## src/rtl/core/oli_pkg.sv

```systemverilog
// Shared constants and types for the ordered list block.
package oli_pkg;

   localparam logic [2:0] KIND_PUSH_FRONT = 3'd0;
   localparam logic [2:0] KIND_PUSH_BACK  = 3'd1;
   localparam logic [2:0] KIND_INSERT_AT  = 3'd2;
   localparam logic [2:0] KIND_REMOVE_AT  = 3'd3;
   localparam logic [2:0] KIND_REMOVE_VAL = 3'd4;
   localparam logic [2:0] KIND_FIND_VAL   = 3'd5;
   localparam logic [2:0] KIND_READ_AT    = 3'd6;
   localparam logic [2:0] KIND_UNUSED     = 3'd7;

   localparam logic [2:0] ST_OK       = 3'd0;
   localparam logic [2:0] ST_BADPOS   = 3'd1;
   localparam logic [2:0] ST_EMPTY    = 3'd2;
   localparam logic [2:0] ST_FULL     = 3'd3;
   localparam logic [2:0] ST_NOTFOUND = 3'd4;

   // commands from controller to datapath
   typedef struct packed {
      logic load;      // capture request and search the cells
      logic ins;       // open a gap at the target and write the value
      logic rem;       // close the gap at the target
      logic use_match; // target is the first matching cell
      logic respond;   // drive the result strobe
   } oli_cmd_type;

   // status from datapath to controller
   typedef struct packed {
      logic [2:0] kind;
      logic       empty;
      logic       full;
      logic       pos_gt;  // position above count
      logic       pos_ge;  // position at or above count
      logic       hit;     // some stored cell equals the value
   } oli_stat_type;

endpackage

```

## src/rtl/core/oli_datapath.sv

```systemverilog
// Cell chain, count, match search and result registers.
module oli_datapath import oli_pkg::*; #(
   parameter int CAPACITY = 16
) (
   input  logic                           clock,
   input  logic                           reset,
   input  oli_cmd_type                    cmd,
   input  logic [2:0]                     req_kind,
   input  logic [$clog2(CAPACITY+1)-1:0]  req_position,
   input  logic signed [31:0]             req_value,
   input  logic [2:0]                     rsp_status_in,
   output oli_stat_type                   stat,
   output logic                           rsp_valid,
   output logic [2:0]                     rsp_status,
   output logic signed [31:0]             rsp_data_out,
   output logic [$clog2(CAPACITY)-1:0]    rsp_found_index,
   output logic [$clog2(CAPACITY+1)-1:0]  rsp_item_count
);
   localparam int IW = $clog2(CAPACITY);
   localparam int CW = $clog2(CAPACITY+1);

   logic [31:0]   cell_ff [CAPACITY];
   logic [CW-1:0] count_ff, count_in;
   logic [2:0]    kind_ff;
   logic [CW-1:0] pos_ff;
   logic [31:0]   val_ff;
   logic [CAPACITY-1:0] match_in;
   logic [IW-1:0] first_ff, first_in;
   logic          hit_ff;
   logic [CW-1:0] tgt;
   logic [31:0]   tgt_data;
   logic          valid_ff;
   logic [2:0]    status_ff;
   logic [31:0]   data_ff;
   logic [IW-1:0] fidx_ff;
   logic          ok;

   // equality per cell, only below the count
   always_comb begin
      for (int i = 0; i < CAPACITY; i++) begin
         match_in[i] = (cell_ff[i] == req_value) && (CW'(i) < count_ff);
      end
      first_in = '0;
      for (int i = CAPACITY-1; i >= 0; i--) begin
         if (match_in[i]) first_in = IW'(i);
      end
   end

   always_comb begin
      if (cmd.use_match) tgt = CW'(first_ff);
      else if (kind_ff == KIND_PUSH_FRONT) tgt = '0;
      else if (kind_ff == KIND_PUSH_BACK) tgt = count_ff;
      else tgt = pos_ff;
      tgt_data = cell_ff[tgt[IW-1:0]];
   end

   assign ok = (rsp_status_in == ST_OK);

   always_comb begin
      count_in = count_ff;
      if (cmd.ins && ok) count_in = count_ff + CW'(1);
      else if (cmd.rem && ok) count_in = count_ff - CW'(1);
   end

   always_ff @(posedge clock) begin
      if (cmd.load) begin
         kind_ff  <= req_kind;
         pos_ff   <= req_position;
         val_ff   <= req_value;
         first_ff <= first_in;
         hit_ff   <= |match_in;
      end
      for (int i = 0; i < CAPACITY; i++) begin
         if (cmd.ins && ok) begin
            if (CW'(i) == tgt) cell_ff[i] <= val_ff;
            else if (CW'(i) > tgt && i > 0) cell_ff[i] <= cell_ff[(i > 0) ? i-1 : 0];
         end else if (cmd.rem && ok) begin
            if (CW'(i) >= tgt && i < CAPACITY-1)
               cell_ff[i] <= cell_ff[(i < CAPACITY-1) ? i+1 : i];
         end
      end
      if (cmd.respond) begin
         status_ff <= rsp_status_in;
         data_ff   <= (ok && (cmd.rem || kind_ff == KIND_READ_AT)) ? tgt_data : '0;
         fidx_ff   <= (ok && cmd.use_match) ? first_ff : '0;
      end
   end

   always_ff @(posedge clock) begin
      if (reset) begin
         count_ff <= '0;
         valid_ff <= 1'b0;
      end else begin
         count_ff <= count_in;
         valid_ff <= cmd.respond;
      end
   end

   assign stat.kind   = kind_ff;
   assign stat.empty  = (count_ff == '0);
   assign stat.full   = (count_ff >= CW'(CAPACITY));
   assign stat.pos_gt = (pos_ff > count_ff);
   assign stat.pos_ge = (pos_ff >= count_ff);
   assign stat.hit    = hit_ff;

   assign rsp_valid       = valid_ff;
   assign rsp_status      = status_ff;
   assign rsp_data_out    = data_ff;
   assign rsp_found_index = fidx_ff;
   assign rsp_item_count  = count_ff;

   a_count_bound: assert property (@(posedge clock) disable iff (reset)
      count_ff <= CW'(CAPACITY)) else $error("count above capacity");
   a_count_step: assert property (@(posedge clock) disable iff (reset)
      !cmd.ins && !cmd.rem |=> $stable(count_ff)) else $error("count moved without command");
   a_one_op: assert property (@(posedge clock) disable iff (reset)
      !(cmd.ins && cmd.rem)) else $error("insert and remove together");
endmodule

```

## src/rtl/core/oli_ctrl.sv

```systemverilog
// Request sequencer: capture, then execute and answer.
module oli_ctrl import oli_pkg::*; (
   input  logic         clock,
   input  logic         reset,
   input  logic         start,
   output logic         busy,
   input  oli_stat_type stat,
   output oli_cmd_type  cmd,
   output logic [2:0]   status
);
   localparam logic S_IDLE = 1'b0;
   localparam logic S_EXEC = 1'b1;

   logic state_ff, state_in;

   always_comb begin
      cmd = '0;
      status = ST_OK;
      state_in = state_ff;
      unique case (state_ff)
         S_IDLE: begin
            cmd.load = start;
            if (start) state_in = S_EXEC;
         end
         S_EXEC: begin
            cmd.respond = 1'b1;
            state_in = S_IDLE;
            unique case (stat.kind)
               KIND_PUSH_FRONT, KIND_PUSH_BACK: begin
                  cmd.ins = 1'b1;
                  if (stat.full) status = ST_FULL;
               end
               KIND_INSERT_AT: begin
                  cmd.ins = 1'b1;
                  if (stat.pos_gt) status = ST_BADPOS;
                  else if (stat.full) status = ST_FULL;
               end
               KIND_REMOVE_AT: begin
                  cmd.rem = 1'b1;
                  if (stat.empty) status = ST_EMPTY;
                  else if (stat.pos_ge) status = ST_BADPOS;
               end
               KIND_REMOVE_VAL: begin
                  cmd.rem = 1'b1;
                  cmd.use_match = 1'b1;
                  if (stat.empty) status = ST_EMPTY;
                  else if (!stat.hit) status = ST_NOTFOUND;
               end
               KIND_FIND_VAL: begin
                  cmd.use_match = 1'b1;
                  if (!stat.hit) status = ST_NOTFOUND;
               end
               KIND_READ_AT: begin
                  if (stat.empty) status = ST_EMPTY;
                  else if (stat.pos_ge) status = ST_BADPOS;
               end
               default: ;
            endcase
         end
         default: state_in = S_IDLE;
      endcase
   end

   always_ff @(posedge clock) begin
      if (reset) state_ff <= S_IDLE;
      else state_ff <= state_in;
   end

   assign busy = (state_ff == S_EXEC);

   a_resp_after_load: assert property (@(posedge clock) disable iff (reset)
      cmd.load |=> cmd.respond) else $error("load without answer");
   a_no_load_busy: assert property (@(posedge clock) disable iff (reset)
      busy |-> !cmd.load) else $error("load while busy");
   a_resp_once: assert property (@(posedge clock) disable iff (reset)
      cmd.respond |=> !cmd.respond) else $error("double answer");
endmodule

```

## src/rtl/core/ordered_list_insert_remove_top.sv

```systemverilog
// Top level of the bounded ordered list.
// Each request runs as a capture step and an execute step: the request cycle registers it
// and compares the value against every stored cell at once, the next cycle shifts the cell
// chain and registers the answer; busy is high for that execute cycle. The result appears
// on the rsp_ ports with rsp_valid high for one cycle, registered from the execute cycle,
// and the receiver cannot stall it. A new request is taken only while busy is low.
module ordered_list_insert_remove_top import oli_pkg::*; #(
   parameter int CAPACITY = 16
) (
   input  logic                           clock,
   input  logic                           reset,
   input  logic                           start,
   output logic                           busy,
   input  logic [2:0]                     req_kind,
   input  logic [$clog2(CAPACITY+1)-1:0]  req_position,
   input  logic signed [31:0]             req_value,
   output logic                           rsp_valid,
   output logic [2:0]                     rsp_status,
   output logic signed [31:0]             rsp_data_out,
   output logic [$clog2(CAPACITY)-1:0]    rsp_found_index,
   output logic [$clog2(CAPACITY+1)-1:0]  rsp_item_count
);
   oli_cmd_type  cmd;
   oli_stat_type stat;
   logic [2:0]   status;

   oli_ctrl u_ctrl (
      .clock(clock), .reset(reset), .start(start), .busy(busy),
      .stat(stat), .cmd(cmd), .status(status)
   );

   oli_datapath #(.CAPACITY(CAPACITY)) u_dp (
      .clock(clock), .reset(reset), .cmd(cmd),
      .req_kind(req_kind), .req_position(req_position), .req_value(req_value),
      .rsp_status_in(status), .stat(stat),
      .rsp_valid(rsp_valid), .rsp_status(rsp_status), .rsp_data_out(rsp_data_out),
      .rsp_found_index(rsp_found_index), .rsp_item_count(rsp_item_count)
   );
endmodule

```

## config.mk

```make
export PLATFORM = sky130hd
export DESIGN_NAME = ordered_list_insert_remove_top
export DESIGN_NICKNAME = d
export VERILOG_FILES = /design/src/rtl/core/oli_pkg.sv /design/src/rtl/core/oli_datapath.sv /design/src/rtl/core/oli_ctrl.sv /design/src/rtl/core/ordered_list_insert_remove_top.sv
export SDC_FILE = /design/constraint.sdc
export NUM_CORES = 2
export LEC_CHECK = 0
export BUFFER_PORTS_ARGS = -buffer_cell sky130_fd_sc_hd__buf_4
export CAP_MARGIN = 25
export CORE_UTILIZATION = 31
export DETAILED_ROUTE_END_ITERATION = 12
export GPL_TIMING_DRIVEN = 0
export HOLD_SLACK_MARGIN = 0.03
export SYNTH_ARGS = -nofsm -noshare
export SYNTH_HDL_FRONTEND = slang
export SYNTH_HIERARCHICAL = 1
export SYNTH_SLANG_ARGS = --single-unit
```

## constraint.sdc

```tcl
create_clock -name clock -period 10.5 [get_ports clock]
set_input_delay 1.05 -clock clock [delete_from_list [all_inputs] [get_ports clock]]
set_output_delay 1.05 -clock clock [all_outputs]
set_load 0.01 [all_outputs]
```

==> results.cfg <==
[placement]
dpl.cell_count = 5263
pre_cts_slack_ns = 3.75
routabilityCongestion = 1.06
dpl.hpwl_mm = 148
placement.io_buffers = 88

[yosys]
synthDominantCellAreaShare = 0.452
synth.lib_cells_used.distinct = 66
avgSynthCellArea_um2 = 11.3
asyncSetResetFlopFracSynth = 0
synth_sequential_area_ratio = 0.455
synth-edff-count = 596
synth_top_cell_by_area = edfxtp_1
synth_top_flop_cell = edfxtp_1
yosysWarningCount = 6
synth_top_cells_by_area = edfxtp_1, mux2i_1, mux4_2, xor2_1, xnor2_1
ys_ff_latch = 603
netlist_area_mm2 = 0.0396
synthCells = 3509
mapped_nets = 3561

[timing]
fmaxAchievable_ghz = 0.146
report.final.hold_viol_count = 0
grt_setup_unrepaired = no
timing.max_slew.rel_slack = 0.222
worst_clock_skew_ns = 0.0314
count_of_endpoints_failing_setup_in_the_final_report = 0
period_minus_slack_ns = 6.86
slew_worst_pin_ns = 1.15
report.final.slew_viol_count = 0
fin_worst_hold_slack_ns = 0.575
timing.setup.tns_ns = 0
min_period_over_period = 0.654
setup_ws_ns = 3.64

[detailed_routing]
detail_route.iter0.violations = 5144
routed_via_density = 6.00
detail_route.wl_per_cell_um = 34.1
detailroute.via_count = 32400
drcViolationCount = 0
detail_route.first_pass.iterations = 6
ant_nets = 0
drt-total-wl_mm = 185

[clocking]
cts_made_buffers = 76
cts_hold_buf = 0
cts_resized = 0
clk_latency_ns = 0.66
clk_root_buffer_cell = clkbuf_16
htree_num_levels = 3
path_clk_slew_ns = 0.06
cts.sinks = 603
postCtsSetupBuffers = 0
cts_tree = yes
max-clock-path-buffers = 3

[final_layout]
most_common_cell_after_layout_fill_and_taps_aside = edfxtp_1
layout-area-overhead-vs-synth_pct = 14.4
final-instance-count-excl-fill = 5411
layout.nets = 3746
area.sequential_mm2 = 0.0180
multi_input_area_mm2 = 0.0200
layout.filler_cells = 12600
drive_above_1_share = 0.160
mostFrequentLayoutCells = edfxtp_1, mux2i_1, nand2_1, xor2_1, o21ai_0

[setup_path]
crit_slowest_cell = inv_2
cp_num_buf_inv = 5
worstSetupPathDepth = 21
worst_setup_path_start_kind = flip-flop
timing.critical_path.fanout_max = 37
timing.critical_path.slowest_cell_delay_ns = 0.74
worst_setup_sp = u_dp/rsp_item_count[1]$_SDFFE_PP0P_
crit_chain = clkbuf_1 -> inv_1 -> ha_1 -> nor2b_1 -> o21a_1 -> o21ai_0 -> nand2b_1 -> a21oi_1 -> nor2_1 -> a21o_1 -> o2bb2ai_1 -> nor3_4 -> and2_1 -> nand2_2 -> inv_2 -> nand2_2 -> nor2_8 -> nand2_2 -> buf_4 -> a21oi_4 -> buf_12
critical_path_class = flip-flop to flip-flop
r2r_setup_slack_ns = 3.64
crit_path_end = u_dp/cell_ff[0][5]$_DFFE_PP_
worstReg2RegStart = u_dp/rsp_item_count[1]$_SDFFE_PP0P_
reg2reg_depth = 21
critical_path_arrival_ns = 7.20
critPathRequiredTime_ns = 10.83
critical_path.most_common_cell = nand2_2
cp-end-kind = flip-flop
critical-path-top-delay-family = buffers and inverters
worst_r2r_endpoint = u_dp/cell_ff[0][5]$_DFFE_PP_

[global_routing]
grt_start_max_net_pins = 46
grt_antenna_before_repair = 8
globalRouteOverflowTotal = 0
first_pass_grt_wire_length_mm = 251
number_of_global_route_vias_before_repair = 30400
grt_use_total = 0.278

[floorplanning]
die_height_um = 360
floorplan.io_pins = 89
fp.dieArea_mm2 = 0.129
floorplan.initialDensity = 0.314
row_count = 130
floorplan.die.width_um = 360
placeableCoreArea_mm2 = 0.126

[power]
maximum_vdd_drop_uv = 98.5
total_power_mw = 6.64
power_leakage_nw = 16.3
power_density_mw_per_mm2 = 147

[worst_hold_path]
holdCritPathClass = input port to flip-flop
min_delay_path_depth = 1

[run]
drv_cap = 0

[outcome]
outcome = finished clean
-- stage by stage --
stage / cell area [um^2] / util
final: 45300 / 0.359
after global routing: 45300 / 0.359
after CTS: 45300 / 0.359
after detailed placement: 42800 / 0.339
after global placement: 42400 / 0.336
after floorplan: 39600 / -
-- cell usage after synthesis, drive strengths merged (3+ instances only) --
library cell  number
edfxtp           596
mux2i            480
nand2            457
o21ai            373
xor2             301
xnor2            216
buf              171
nor2             141
mux4             128
clkbuf           124
a21oi            116
nor4              85
nand4             66
mux2              64
and3              37
a211oi            34
nand3             21
nor3              18
ha                 9
inv                9
nor2b              9
dfxtp              7
o21a               7
nand2b             5
a31oi              4
and2               4
or2                4
nor3b              3
-- cell families after synthesis --
| logic type | synth area share |
|---|---|
| buffers and inverters | 0.0432 |
| DFF | 0.455 |
| xor gates and xnor gates | 0.114 |
| adders and majority gates | 0.00284 |
| and+or+nand+nor | 0.0987 |
| muxes | 0.212 |
| AOI/OAI and AO/OA | 0.0738 |
-- state kept, by name (all words and copies together) (netlist names) --
name and cells:
u_dp/cell_ff 512, u_dp/rsp_data_out 32, u_dp/val_ff 32, u_dp/pos_ff 5, u_dp/rsp_item_count 5, u_dp/first_ff 4
u_dp/rsp_found_index 4, u_dp/kind_ff 3, u_dp/rsp_status 3, u_ctrl/busy 1, u_dp/hit_ff 1, u_dp/rsp_valid 1
-- worst min-delay path by stage --
stage,start,endpoint,slack (ns)
global route,req_value[19],u_dp/val_ff[19]$_DFFE_PP_,0.57
finish,req_value[13],u_dp/val_ff[13]$_DFFE_PP_,0.57
floorplan,u_dp/first_ff[3]$_SDFFCE_PP0P_,u_dp/rsp_found_index[3]$_SDFFCE_PN0P_,0.55
detailed placement,u_dp/first_ff[0]$_SDFFCE_PP0P_,u_dp/rsp_found_index[0]$_SDFFCE_PN0P_,0.59
global placement,u_dp/first_ff[0]$_SDFFCE_PP0P_,u_dp/rsp_found_index[0]$_SDFFCE_PN0P_,0.59
CTS,req_position[1],u_dp/pos_ff[1]$_DFFE_PP_,0.55
-- layout make-up --
type	instances	share of cell area
multi-input cells	2602	0.441
flip-flops and latches	603	0.398
well taps	1650	0.0455
clock buffers	90	0.0436
plain buffers	295	0.0370
repair buffers	107	0.0227
clock inverters	49	0.0111
inverters	9	0.000745
diodes	6	0.000331
-- per-layer routing --
metal,global-route usage,wire length (um),vias to the layer above
met5,0,21,-
li1,-,-,13300
met1,0.373,72500,16400
met4,0.114,8790,4
met3,0.0865,24500,390
met2,0.413,78900,2382
-- power by group --
part,leakage [nW],switching (mW),internal [mW],total [mW]
clock network,1.22,1.14,1.57,2.71
registers,5.51,0.109,2.75,2.85
logic,9.55,0.707,0.371,1.08
-- worst reg2reg max path, cell delays in order, from the launching register on --
cell and delay, ns:
dfxtp_1 0.43, clkbuf_1 0.59, inv_1 0.31, ha_1 0.37
nor2b_1 0.13, o21a_1 0.17, o21ai_0 0.17, nand2b_1 0.08
a21oi_1 0.17, nor2_1 0.08, a21o_1 0.18, o2bb2ai_1 0.17
nor3_4 0.36, and2_1 0.34, nand2_2 0.19, inv_2 0.74
nand2_2 0.33, nor2_8 0.35, nand2_2 0.32, buf_4 0.34
a21oi_4 0.44, buf_12 0.26
Power figures use the tool's default switching activity.
